--- config.mk ---
export PLATFORM = sky130hd
export DESIGN_NAME = time_bucket_window_byte_counter_flat
export DESIGN_NICKNAME = d
export VERILOG_FILES = /design/src/hdl/tbwc_pkg.sv /design/src/hdl/tbwc_in_if.sv /design/src/hdl/tbwc_out_if.sv /design/src/hdl/tbwc_cell.sv /design/src/hdl/time_bucket_window_byte_counter.sv /design/src/flat_wrapper.sv
export SDC_FILE = /design/constraint.sdc
export NUM_CORES = 2
export LEC_CHECK = 0
export BUFFER_PORTS_ARGS = -buffer_cell sky130_fd_sc_hd__buf_2
export CORE_ASPECT_RATIO = 1.2
export CORE_MARGIN = 2
export CORE_UTILIZATION = 45
export CTS_CLUSTER_DIAMETER = 200
export DETAILED_ROUTE_END_ITERATION = 7
export PLACE_DENSITY = 0.69
export SYNTH_ARGS = -nofsm -noshare
export SYNTH_HDL_FRONTEND = slang
export SYNTH_SLANG_ARGS = --single-unit
--- constraint.sdc ---
create_clock -name clk -period 32.9 [get_ports clk]
set_input_delay 9.87 -clock clk [delete_from_list [all_inputs] [get_ports clk]]
set_output_delay 9.87 -clock clk [all_outputs]
set_load 0.005 [all_outputs]
--- src/hdl/tbwc_pkg.sv ---
`timescale 1ns / 1ps
`default_nettype none
package tbwc_pkg;

  localparam int unsigned TAG_W   = 32;
  localparam int unsigned BYTES_W = 32;
  localparam int unsigned CNT_W   = 24;
  localparam int unsigned SPAN_W  = 16;
  localparam int unsigned LIMIT_W = 5;
  localparam int unsigned USED_W  = 5;
  localparam int unsigned CFG_IDX_W  = 1;
  localparam int unsigned CFG_DATA_W = 16;

  localparam logic [CFG_IDX_W-1:0] CFG_WINDOW_SPAN  = 1'd0;
  localparam logic [CFG_IDX_W-1:0] CFG_RECORD_LIMIT = 1'd1;

  localparam logic [SPAN_W-1:0]  SPAN_RESET  = 16'd15;
  localparam logic [LIMIT_W-1:0] LIMIT_RESET = 5'd16;

  localparam logic [BYTES_W-1:0] SAT_MAX = {BYTES_W{1'b1}};

  typedef enum logic [1:0] {
    ST_IDLE,
    ST_SHIFT,
    ST_SUM,
    ST_FINISH
  } state_t;

  // per-cycle commands broadcast to every cell
  typedef struct packed {
    logic shift;
    logic add;
  } cell_ctrl_t;

  typedef struct packed {
    logic [TAG_W-1:0]   tag;
    logic [BYTES_W-1:0] bytes;
  } record_t;

  function automatic logic [BYTES_W-1:0] sat_add(input logic [BYTES_W-1:0] a,
                                                 input logic [BYTES_W-1:0] b);
    logic [BYTES_W:0] s;
    s = {1'b0, a} + {1'b0, b};
    return s[BYTES_W] ? SAT_MAX : s[BYTES_W-1:0];
  endfunction

endpackage
`default_nettype wire

--- src/hdl/tbwc_in_if.sv ---
`timescale 1ns / 1ps
`default_nettype none
interface tbwc_in_if;
  logic                       valid;
  logic                       ready;
  logic [tbwc_pkg::TAG_W-1:0] time_bucket;
  logic [tbwc_pkg::CNT_W-1:0] byte_count;

  modport source (output valid, output time_bucket, output byte_count, input ready);
  modport sink   (input valid, input time_bucket, input byte_count, output ready);
endinterface
`default_nettype wire

--- src/hdl/tbwc_out_if.sv ---
`timescale 1ns / 1ps
`default_nettype none
interface tbwc_out_if;
  logic                         valid;
  logic                         ready;
  logic [tbwc_pkg::BYTES_W-1:0] window_bytes;
  logic [tbwc_pkg::USED_W-1:0]  records_used;

  modport source (output valid, output window_bytes, output records_used, input ready);
  modport sink   (input valid, input window_bytes, input records_used, output ready);
endinterface
`default_nettype wire

--- src/hdl/tbwc_cell.sv ---
`timescale 1ns / 1ps
`default_nettype none
module tbwc_cell (
  input  wire                            clk,
  input  wire tbwc_pkg::cell_ctrl_t      ctrl,
  input  wire tbwc_pkg::record_t         rec_in,
  output tbwc_pkg::record_t              rec_out,
  input  wire                            held,
  input  wire [tbwc_pkg::TAG_W-1:0]      bucket,
  input  wire [tbwc_pkg::SPAN_W-1:0]     span,
  input  wire [tbwc_pkg::BYTES_W-1:0]    add_bytes,
  input  wire [tbwc_pkg::BYTES_W-1:0]    psum_in,
  output logic [tbwc_pkg::BYTES_W-1:0]   psum_out
);
  import tbwc_pkg::*;

  record_t            rec;
  logic [BYTES_W-1:0] contrib;
  logic               in_window;

  // tag >= bucket - span, evaluated without wrap
  assign in_window = ({1'b0, rec.tag} + {{(TAG_W-SPAN_W+1){1'b0}}, span})
                     >= {1'b0, bucket};

  always_ff @(posedge clk) begin
    if (ctrl.shift) begin
      rec <= rec_in;
    end else if (ctrl.add) begin
      rec.bytes <= sat_add(rec.bytes, add_bytes);
    end
    contrib  <= (held && in_window) ? rec.bytes : '0;
    psum_out <= sat_add(psum_in, contrib);
  end

  assign rec_out = rec;

endmodule
`default_nettype wire

--- src/hdl/time_bucket_window_byte_counter.sv ---
`timescale 1ns / 1ps
`default_nettype none
// Channel  Dir  Handshake     Payload
// in_ch    in   valid/ready   time_bucket[31:0], byte_count[23:0]
// out_ch   out  valid/ready   window_bytes[31:0], records_used[4:0]
// cfg      in   cfg_we        cfg_index[0:0], cfg_data[15:0] (0: window_span, 1: record_limit)
//
// Same bucket as the newest record: the transaction is accepted, then updated.
// New bucket: accept and shift, then the window sum ripples down the cell
// chain, one cell per cycle, and then the update.
// One transaction is in flight at a time; the next is taken once the result
// register is empty or being drained.
// Reset (rst, synchronous) empties the record store and the window sum and
// restores the register defaults; record contents are not cleared.
// A stalled output only holds off the next input transaction.
module time_bucket_window_byte_counter #(
  parameter int unsigned DEPTH = 16
) (
  input  wire                                  clk,
  input  wire                                  rst,
  input  wire                                  cfg_we,
  input  wire [tbwc_pkg::CFG_IDX_W-1:0]        cfg_index,
  input  wire [tbwc_pkg::CFG_DATA_W-1:0]       cfg_data,
  tbwc_in_if.sink                              in_ch,
  tbwc_out_if.source                           out_ch
);
  import tbwc_pkg::*;

  localparam int unsigned UW   = $clog2(DEPTH + 1);
  localparam int unsigned CW   = $clog2(DEPTH + 2);
  localparam logic [CW-1:0] SUM_LAST = CW'(DEPTH + 1);

  // configuration registers
  logic [SPAN_W-1:0]  window_span;
  logic [LIMIT_W-1:0] record_limit;

  // control state
  state_t             state, state_next;
  logic [UW-1:0]      used;
  logic [CW-1:0]      sum_cnt;
  logic [BYTES_W-1:0] window_sum;

  // latched transaction
  logic [TAG_W-1:0]   item_bucket;
  logic [CNT_W-1:0]   item_bytes;

  // result register
  logic               out_valid;
  logic [BYTES_W-1:0] out_window;
  logic [USED_W-1:0]  out_used;

  logic               in_ready;
  logic               in_take;
  logic               hit;
  cell_ctrl_t         ctrl;
  logic               sum_done;
  logic [BYTES_W-1:0] final_sum;
  logic [UW-1:0]      keep;
  logic [31:0]        lim;
  logic [31:0]        used_wide;

  record_t            rec_chain [DEPTH+1];
  logic [BYTES_W-1:0] psum      [DEPTH+1];

  assign in_take = in_ch.valid && in_ready;
  // newest record matches the incoming bucket
  assign hit = (used != '0) && (rec_chain[1].tag == in_ch.time_bucket);

  // effective limit: zero acts as one, anything above DEPTH acts as DEPTH
  always_comb begin
    if (record_limit == '0) begin
      lim = 32'd1;
    end else if (32'(record_limit) > 32'(DEPTH)) begin
      lim = 32'(DEPTH);
    end else begin
      lim = 32'(record_limit);
    end
    if (32'(used) >= lim) begin
      keep = UW'(lim - 32'd1);
    end else begin
      keep = used;
    end
  end

  // next state
  always_comb begin
    state_next = state;
    case (state)
      ST_IDLE: begin
        if (in_take) begin
          state_next = hit ? ST_FINISH : ST_SHIFT;
        end
      end
      ST_SHIFT:  state_next = ST_SUM;
      ST_SUM: begin
        if (sum_cnt == SUM_LAST) begin
          state_next = ST_FINISH;
        end
      end
      ST_FINISH: state_next = ST_IDLE;
      default:   state_next = ST_IDLE;
    endcase
  end

  // state outputs
  always_comb begin
    in_ready   = 1'b0;
    ctrl.shift = 1'b0;
    ctrl.add   = 1'b0;
    sum_done   = 1'b0;
    case (state)
      ST_IDLE:   in_ready   = !out_valid || out_ch.ready;
      ST_SHIFT:  ctrl.shift = 1'b1;
      ST_SUM:    sum_done   = (sum_cnt == SUM_LAST);
      ST_FINISH: ctrl.add   = 1'b1;
      default:   in_ready   = 1'b0;
    endcase
  end

  assign final_sum = sat_add(window_sum, {{(BYTES_W-CNT_W){1'b0}}, item_bytes});

  always_ff @(posedge clk) begin
    if (rst) begin
      state        <= ST_IDLE;
      used         <= '0;
      sum_cnt      <= '0;
      window_sum   <= '0;
      out_valid    <= 1'b0;
      window_span  <= SPAN_RESET;
      record_limit <= LIMIT_RESET;
    end else begin
      state <= state_next;

      if (cfg_we) begin
        case (cfg_index)
          CFG_WINDOW_SPAN:  window_span  <= cfg_data[SPAN_W-1:0];
          CFG_RECORD_LIMIT: record_limit <= cfg_data[LIMIT_W-1:0];
          default: ;
        endcase
      end

      if (ctrl.shift) begin
        used    <= keep + UW'(1);
        sum_cnt <= '0;
      end else if (state == ST_SUM) begin
        sum_cnt <= sum_cnt + CW'(1);
      end

      if (sum_done) begin
        window_sum <= psum[DEPTH];
      end else if (ctrl.add) begin
        window_sum <= final_sum;
      end

      if (ctrl.add) begin
        out_valid <= 1'b1;
      end else if (out_ch.ready) begin
        out_valid <= 1'b0;
      end
    end
  end

  assign used_wide = 32'(used);

  // payload registers
  always_ff @(posedge clk) begin
    if (in_take) begin
      item_bucket <= in_ch.time_bucket;
      item_bytes  <= in_ch.byte_count;
    end
    if (ctrl.add) begin
      out_window <= final_sum;
      out_used   <= used_wide[USED_W-1:0];
    end
  end

  // cell chain: entry 0 feeds the new record into the front cell
  assign rec_chain[0].tag   = item_bucket;
  assign rec_chain[0].bytes = '0;
  assign psum[0]            = '0;

  for (genvar i = 0; i < DEPTH; i++) begin : g_cell
    tbwc_cell u_cell (
      .clk       (clk),
      .ctrl      (ctrl),
      .rec_in    (rec_chain[i]),
      .rec_out   (rec_chain[i+1]),
      .held      (used > UW'(i)),
      .bucket    (item_bucket),
      .span      (window_span),
      .add_bytes ((i == 0) ? {{(BYTES_W-CNT_W){1'b0}}, item_bytes} : '0),
      .psum_in   (psum[i]),
      .psum_out  (psum[i+1])
    );
  end

  assign in_ch.ready         = in_ready;
  assign out_ch.valid        = out_valid;
  assign out_ch.window_bytes = out_window;
  assign out_ch.records_used = out_used;

  // record count stays within the store
  a_used_bound: assert property (@(posedge clk) disable iff (rst)
    32'(used) <= 32'(DEPTH))
    else $error("record count exceeds depth");

  // the update cycle always leaves a result behind
  a_finish_out: assert property (@(posedge clk) disable iff (rst)
    state == ST_FINISH |=> out_ch.valid)
    else $error("no result after update");

  // a result is never shown with an empty record store
  a_out_used: assert property (@(posedge clk) disable iff (rst)
    out_ch.valid |-> used != '0)
    else $error("result with no records held");

  // nothing is accepted while an item is in flight
  a_one_item: assert property (@(posedge clk) disable iff (rst)
    (state == ST_SHIFT || state == ST_SUM) |-> !in_ready)
    else $error("input accepted mid-update");

endmodule
`default_nettype wire
--- src/flat_wrapper.sv ---
// flat-port wrapper written by rule: the top's interface ports become plain ports
module time_bucket_window_byte_counter_flat import tbwc_pkg::*;
#(
  parameter int unsigned DEPTH = 16
)
  (clk, rst, cfg_we, cfg_index, cfg_data, in_ch_valid, in_ch_time_bucket, in_ch_byte_count, in_ch_ready, out_ch_valid, out_ch_window_bytes, out_ch_records_used, out_ch_ready);
  tbwc_in_if in_ch_i ();
  tbwc_out_if out_ch_i ();
  input  wire clk;
  input  wire rst;
  input  wire cfg_we;
  input  wire [tbwc_pkg::CFG_IDX_W-1:0] cfg_index;
  input  wire [tbwc_pkg::CFG_DATA_W-1:0] cfg_data;
  input wire logic [$bits(in_ch_i.valid)-1:0] in_ch_valid;
  input wire logic [$bits(in_ch_i.time_bucket)-1:0] in_ch_time_bucket;
  input wire logic [$bits(in_ch_i.byte_count)-1:0] in_ch_byte_count;
  output wire logic [$bits(in_ch_i.ready)-1:0] in_ch_ready;
  output wire logic [$bits(out_ch_i.valid)-1:0] out_ch_valid;
  output wire logic [$bits(out_ch_i.window_bytes)-1:0] out_ch_window_bytes;
  output wire logic [$bits(out_ch_i.records_used)-1:0] out_ch_records_used;
  input wire logic [$bits(out_ch_i.ready)-1:0] out_ch_ready;
  assign in_ch_i.valid = in_ch_valid;
  assign in_ch_i.time_bucket = in_ch_time_bucket;
  assign in_ch_i.byte_count = in_ch_byte_count;
  assign in_ch_ready = in_ch_i.ready;
  assign out_ch_valid = out_ch_i.valid;
  assign out_ch_window_bytes = out_ch_i.window_bytes;
  assign out_ch_records_used = out_ch_i.records_used;
  assign out_ch_i.ready = out_ch_ready;
  time_bucket_window_byte_counter #(.DEPTH(DEPTH)) u_core (.clk(clk), .rst(rst), .cfg_we(cfg_we), .cfg_index(cfg_index), .cfg_data(cfg_data), .in_ch(in_ch_i), .out_ch(out_ch_i));
endmodule
After elaboration in Yosys (flattened, before gate mapping)
Index checks and enable logic that the tools add are counted.

storage, ports and cells
  word-level logic and storage cells = 214
  bits in registers = 2,207
  output and inout port bits = 39

operators by class
  equal/unequal tests = 7
  bitwise gates (word level) = 1
  reductions and logical operators = 29
  mux-type cells = 32
  order comparisons = 34
  add/subtract/negate cells = 36

operator list
  operator               count
  $mux W32               19
  $add A32 B16 Y33       16
  $ge A33 B32 Y1         16
  $add A32 B32 Y33       15
  $add A32 B24 Y33       2
  $gt A5 B4 Y1 const B   8
  $eq A32 B32 Y1         1
  $gt A5 B3 Y1 const B   4
  $logic_and A1 B1 Y1    18
  $mux W5                3
  $add A5 B1 Y5 const B  2
  $gt A5 B1 Y1 const B   2
  $gt A5 B2 Y1 const B   2
  $pmux W2 S4            1
  $mux W1                6
  $mux W2                3
  $reduce_and A2 Y1      3
  $eq A5 B5 Y1 const B   1
  $ge A5 B5 Y1           1
  $gt A5 B5 Y1 const B   1
  $logic_not A5 Y1       1
  $reduce_bool A5 Y1     1
  $sub A5 B1 Y5 const B  1
  $eq A2 B2 Y1 const B   2
  other kinds (8)        10

Logic depth before layout (Yosys ltp)
  word-level depth = 6
  gate-level depth with buffers = 26

Modules after synthesis
From an unflattened synthesis, not the netlist that was laid out.

unflattened totals
  cells, all modules = 16,776
  area total of the unflattened synthesis = 154,454.4 sq um

modules (own cells, without submodules)
  module                                    cells each  instances  seq. area each (sq um)  area each (sq um)
  tbwc_cell (u_core.g_cell[10].u_cell ...)  963         7          3,203.1                 8,908.5
  tbwc_cell (u_core.g_cell[5].u_cell ...)   1,021       5          3,203.1                 9,312.7
  tbwc_cell (u_core.g_cell[11].u_cell ...)  1,023       2          3,203.1                 9,371.5
  tbwc_cell (u_core.g_cell[0].u_cell)       1,073       1          3,203.1                 9,434.0
  tbwc_cell (u_core.g_cell[13].u_cell)      1,028       1          3,203.1                 9,360.2
  time_bucket_window_byte_counter           783         1          4,113.9                 7,993.9

Worst setup path after synthesis
Ideal clock, no wire load.

  kind = register to register
  from = register u_core.state[0]
  to = register u_core.g_cell[0].u_cell.rec (netlist bit u_core.g_cell[0].u_cell.rec_out[32]), enable pin
  clock period less this slack = 24,467 ps
  data arrival time = 22,967 ps
  setup slack = 8,433 ps
  library setup time = 1,501 ps
  required time = 31,399 ps
  cell stages (with the launch flop) = 2
  path through = dfxtp_1 -> ha_1

between the ends
  cells in the longest elaborated chain, start to end = 2

ends and longest elaborated chain
  element                   line                                    source
  start: declaration        time_bucket_window_byte_counter.sv:38   state_t state, state_next;
  start signal: assignment  time_bucket_window_byte_counter.sv:132  state <= state_next;
  $eq A2 B1 Y1              time_bucket_window_byte_counter.sv:111  case (state)
  $mux W1                   time_bucket_window_byte_counter.sv:111
  end signal: assignment    tbwc_cell.sv:27                         rec <= rec_in;
  end: declaration          tbwc_cell.sv:17                         record_t rec;

No other way between the ends.
A chain may end at the register's enable or synchronous reset.

Worst setup path after layout
  from = input port out_ch_ready
  to = output port in_ch_ready

between the ends
  cells in the longest elaborated chain, start to end = 2

ends and longest elaborated chain
  element             line                                    source
  start: declaration  flat_wrapper.sv:21                      input wire logic [$bits(out_ch_i.ready)-1:0] out_ch_ready;
  $logic_or A1 B1 Y1  time_bucket_window_byte_counter.sv:112  ST_IDLE: in_ready = !out_valid || out_ch.ready;
  $mux W1             time_bucket_window_byte_counter.sv:111
  end: declaration    flat_wrapper.sv:17                      output wire logic [$bits(in_ch_i.ready)-1:0] in_ch_ready;

No other way between the ends.

==> qor.csv <==
stage;metric;value;unit
clock_network;clk_pin_slew;60;ps
power;internal_power;6.34;mW
floorplan;boundaryPins;117;
synth;yosysMostFrequentCell;ha_1;
cells_and_area;drive_gt1_share;6.04;%
clock_network;tritoncts;done;
cells_and_area;multi_input_area;0.0587;mm²
critical_path;crit_path_end;in_ch_ready;
routing;routed_wl;307;mm
grt;grt_max_degree;82;
grt;grt_antenna_before_repair;29;
hold_path;hp-class;flop to flop;
timing;fin_crit;20270;ps
timing;tightest_slew;1330;ps
synth;ys_types;99;
critical_path;r2r_slack;25760;ps
routing;drt-initial-drc-count;5258;
clock_network;htreeDepth;4;
floorplan;core.rowCount;204;
floorplan;die_w;467;µm
synth;syn_area;0.116;mm²
cells_and_area;area_delta_synth_final;10.7;%
critical_path;reg2regPathDepth;23;
clock_network;cts.repair.resized;0;
routing;via_count;84383;
floorplan;core;0.257;mm²
critical_path;crit_start;out_ch_ready;
critical_path;crit_path_start_kind;primary input;
power;p_comb_share;30.4;%
cells_and_area;register_area;0.0550;mm²
cells_and_area;fin_util;50.0;%
timing;final-max-slew-violation-count;0;
critical_path;crit_type;primary input to primary output;
grt;grt_overflow_total;0;
timing;fin_skew;68.8;ps
synth;synth_top_area_share;28.1;%
synth;yosysTopAreaCell;edfxtp_1;
timing;grt_setup_unrepaired;no;
synth;synth_edf_count;1085;
clock_network;cts-hold-fix-buffers;0;
timing;setup-violations-final;0;
power;pwr-share-seq;42.7;%
power;vdd_ir_drop_max;60.3;µV
clock_network;postCtsSetupBuffers;0;
synth;ys_warn_count;0;
timing;fmax;0.0493;GHz
timing;fin_setup_tns;0;ps
power;p_sw_share;34.8;%
critical_path;cp_max_fo;2;
critical_path;r2r-start;u_core.window_span[0]$_SDFFE_PP1P_;
critical_path;worstPathRequired;23030;ps
synth;async_flop_share;0;%
critical_path;rr_endpoint;u_core.g_cell[8].u_cell.contrib[4]$_SDFF_PN0_;
power;powerDensity;75.8;mW/mm²
timing;fin_crit_sh;61.6;%
routing;via_per_inst;5.65;
grt;grt_use_total;22.8;%
synth;synth_fp_nets;12532;
routing;drc_errors;0;
clock_network;cts_buffers;229;
timing;finalHoldViolations;0;
routing;dr.pass1.iters;5;
routing;drtAntennaViolNets;0;
placement;place_congestion;0.955;
floorplan;start_util;45.1;%
placement;place.detailed.hpwl;236;mm
routing;wl_per_cell;20.6;µm
grt;grt_pass1_vias;85949;
synth;synth_common_cells;ha_1 (1,309), dfxtp_1 (1,122), edfxtp_1 (1,085), nand2_1 (1,078), a21oi_1 (790);
synth;synth.avg_cell_area;10.4;µm²
synth;yosys-top-cells-area;edfxtp_1 (28%), dfxtp_1 (19%), ha_1 (14%);
critical_path;crit_path_end_kind;primary output;
critical_path;arrival;10400;ps
power;clkPwrFrac;26.9;%
timing;maxSlewHeadroom;11.0;%
clock_network;cts-root-buf;clkbuf_16;
synth;ys_seq_area_share;47.5;%
synth;syn_inst;11112;
clock_network;cts_buffer_depth;4;
power;leakage;56.4;nW
synth;ys_seq_elements;2207;
clock_network;clock_sinks;2207;
power;p_sw;3.38;mW
run_status;status;finished, final reports clean;
clock_network;insertion_delay;930;ps
placement;numPortBuffers;116;
job;max-cap-violations;0;
cells_and_area;fin_nets;12752;
floorplan;die_h;560;µm
cells_and_area;nFillCells;22574;
grt;grt_pass1_wl;469;mm
floorplan;die_area;0.262;mm²
synth;synthFlopType;dfxtp_1;
state kept, by name (all words and copies together), names as in the netlist:
signal and count:
u_core.item_bucket 32, u_core.out_ch.valid 1, u_core.window_sum 32, u_core.record_limit 5, u_core.g_cell.u_cell.rec_out 1024, u_core.used 5
u_core.window_span 16, u_core.out_ch.records_used 5, u_core.item_bytes 24, u_core.g_cell.u_cell.psum_out 512, u_core.g_cell.u_cell.contrib 512, u_core.out_ch.window_bytes 32
u_core.state 2, u_core.sum_cnt 5
power by group through the flow:
stage	Sequential (mW)	Combinational, mW	Clock, mW
3_5_place_dp	4.20	2.93	0
5_1_grt	4.21	3.29	2.77
4_1_cts	4.15	2.95	2.66
3_3_place_gp	4.19	2.81	0
2_1_floorplan	4.33	2.09	0
6_report	4.15	2.96	2.61
worst max-delay path, cell delays in order:
cell and delay, ps:
buf_2 90, nand2b_1 140, and2_1 170, buf_2 130
layer usage:
layer / up-vias / wire, µm / GRT usage [%]
li1: 40803 / - / -
met1: 40544 / 114000 / 23.9
met2: 2202 / 159000 / 42.7
met3: 828 / 13100 / 2.85
met4: 6 / 21100 / 14.5
met5: - / 41 / 0
cell families after synthesis:
logic type,count (synthesis),share of synthesized area (%)
mux,21,0.185
flops,2207,47.5
fa+ha+maj,1342,14.7
buf+inv,610,2.07
xor+xnor,864,6.53
compound gates,2664,14.7
simple gates,3404,14.3
final cells by class:
cell class | count | area share (%)
Multi-Input combinational cell | 8295 | 45.7
Sequential cell | 2207 | 42.9
Clock buffer | 320 | 5.05
Tap cell | 3399 | 3.31
Inverter | 376 | 1.10
Timing Repair Buffer | 223 | 1.08
Clock inverter | 96 | 0.812
Antenna cell | 16 | 0.0312
worst min path at each step:
stage | startpoint | to | slack (ps) | cells past startpoint
final | u_core.g_cell[0].u_cell.contrib[1]$_SDFF_PN0_ | u_core.g_cell[0].u_cell.psum_out[1]$_DFF_P_ | 320 | 0
after global routing | u_core.g_cell[0].u_cell.contrib[0]$_SDFF_PN0_ | u_core.g_cell[0].u_cell.psum_out[0]$_DFF_P_ | 330 | 0
after CTS | u_core.g_cell[0].u_cell.contrib[0]$_SDFF_PN0_ | u_core.g_cell[0].u_cell.psum_out[0]$_DFF_P_ | 330 | 0
after detailed placement | u_core.g_cell[0].u_cell.contrib[0]$_SDFF_PN0_ | u_core.g_cell[0].u_cell.psum_out[0]$_DFF_P_ | 310 | 0
after global placement | u_core.g_cell[0].u_cell.contrib[5]$_SDFF_PN0_ | u_core.g_cell[0].u_cell.psum_out[5]$_DFF_P_ | 310 | 0
after floorplan | u_core.g_cell[0].u_cell.contrib[0]$_SDFF_PN0_ | u_core.g_cell[0].u_cell.psum_out[0]$_DFF_P_ | 310 | 0
stage by stage:
step / std cells / hold slack, ps / total power, mW / instance area, µm² / worst slack [ps]
after global placement: 14500 / 311 / 6.99 / 121000 / 12610
final: 14932 / 324 / 9.72 / 128000 / 12630
after CTS: 14916 / 326 / 9.76 / 128000 / 12620
after global routing: 14921 / 330 / 10.3 / 128000 / 12580
after detailed placement: 14500 / 312 / 7.13 / 121000 / 12630
after floorplan: 11112 / 310 / 6.42 / 116000 / 8430
cells in the final DEF, fill, tap and decap left out, types with 82 or more instances in the layout:
cell type,Yosys,routed
o21ai_0,546,545
nor2_1,735,734
nor2b_1,165,161
a21o_1,476,476
inv_1,376,375
o21bai_1,82,82
a211oi_1,116,115
and3_1,196,196
ha_1,1309,1307
nand3_1,225,225
and2_1,304,303
buf_2,14,115
nor3_1,142,142
nand2_1,1078,1078
edfxtp_1,1085,1085
o21a_1,95,95
clkbuf_16,0,233
nand4_1,179,179
nand2b_1,157,157
a21oi_1,790,780
dfxtp_1,1122,1121
xnor2_1,537,537
buf_4,5,108
xor2_1,327,327
Power figures use the tool's default switching activity.
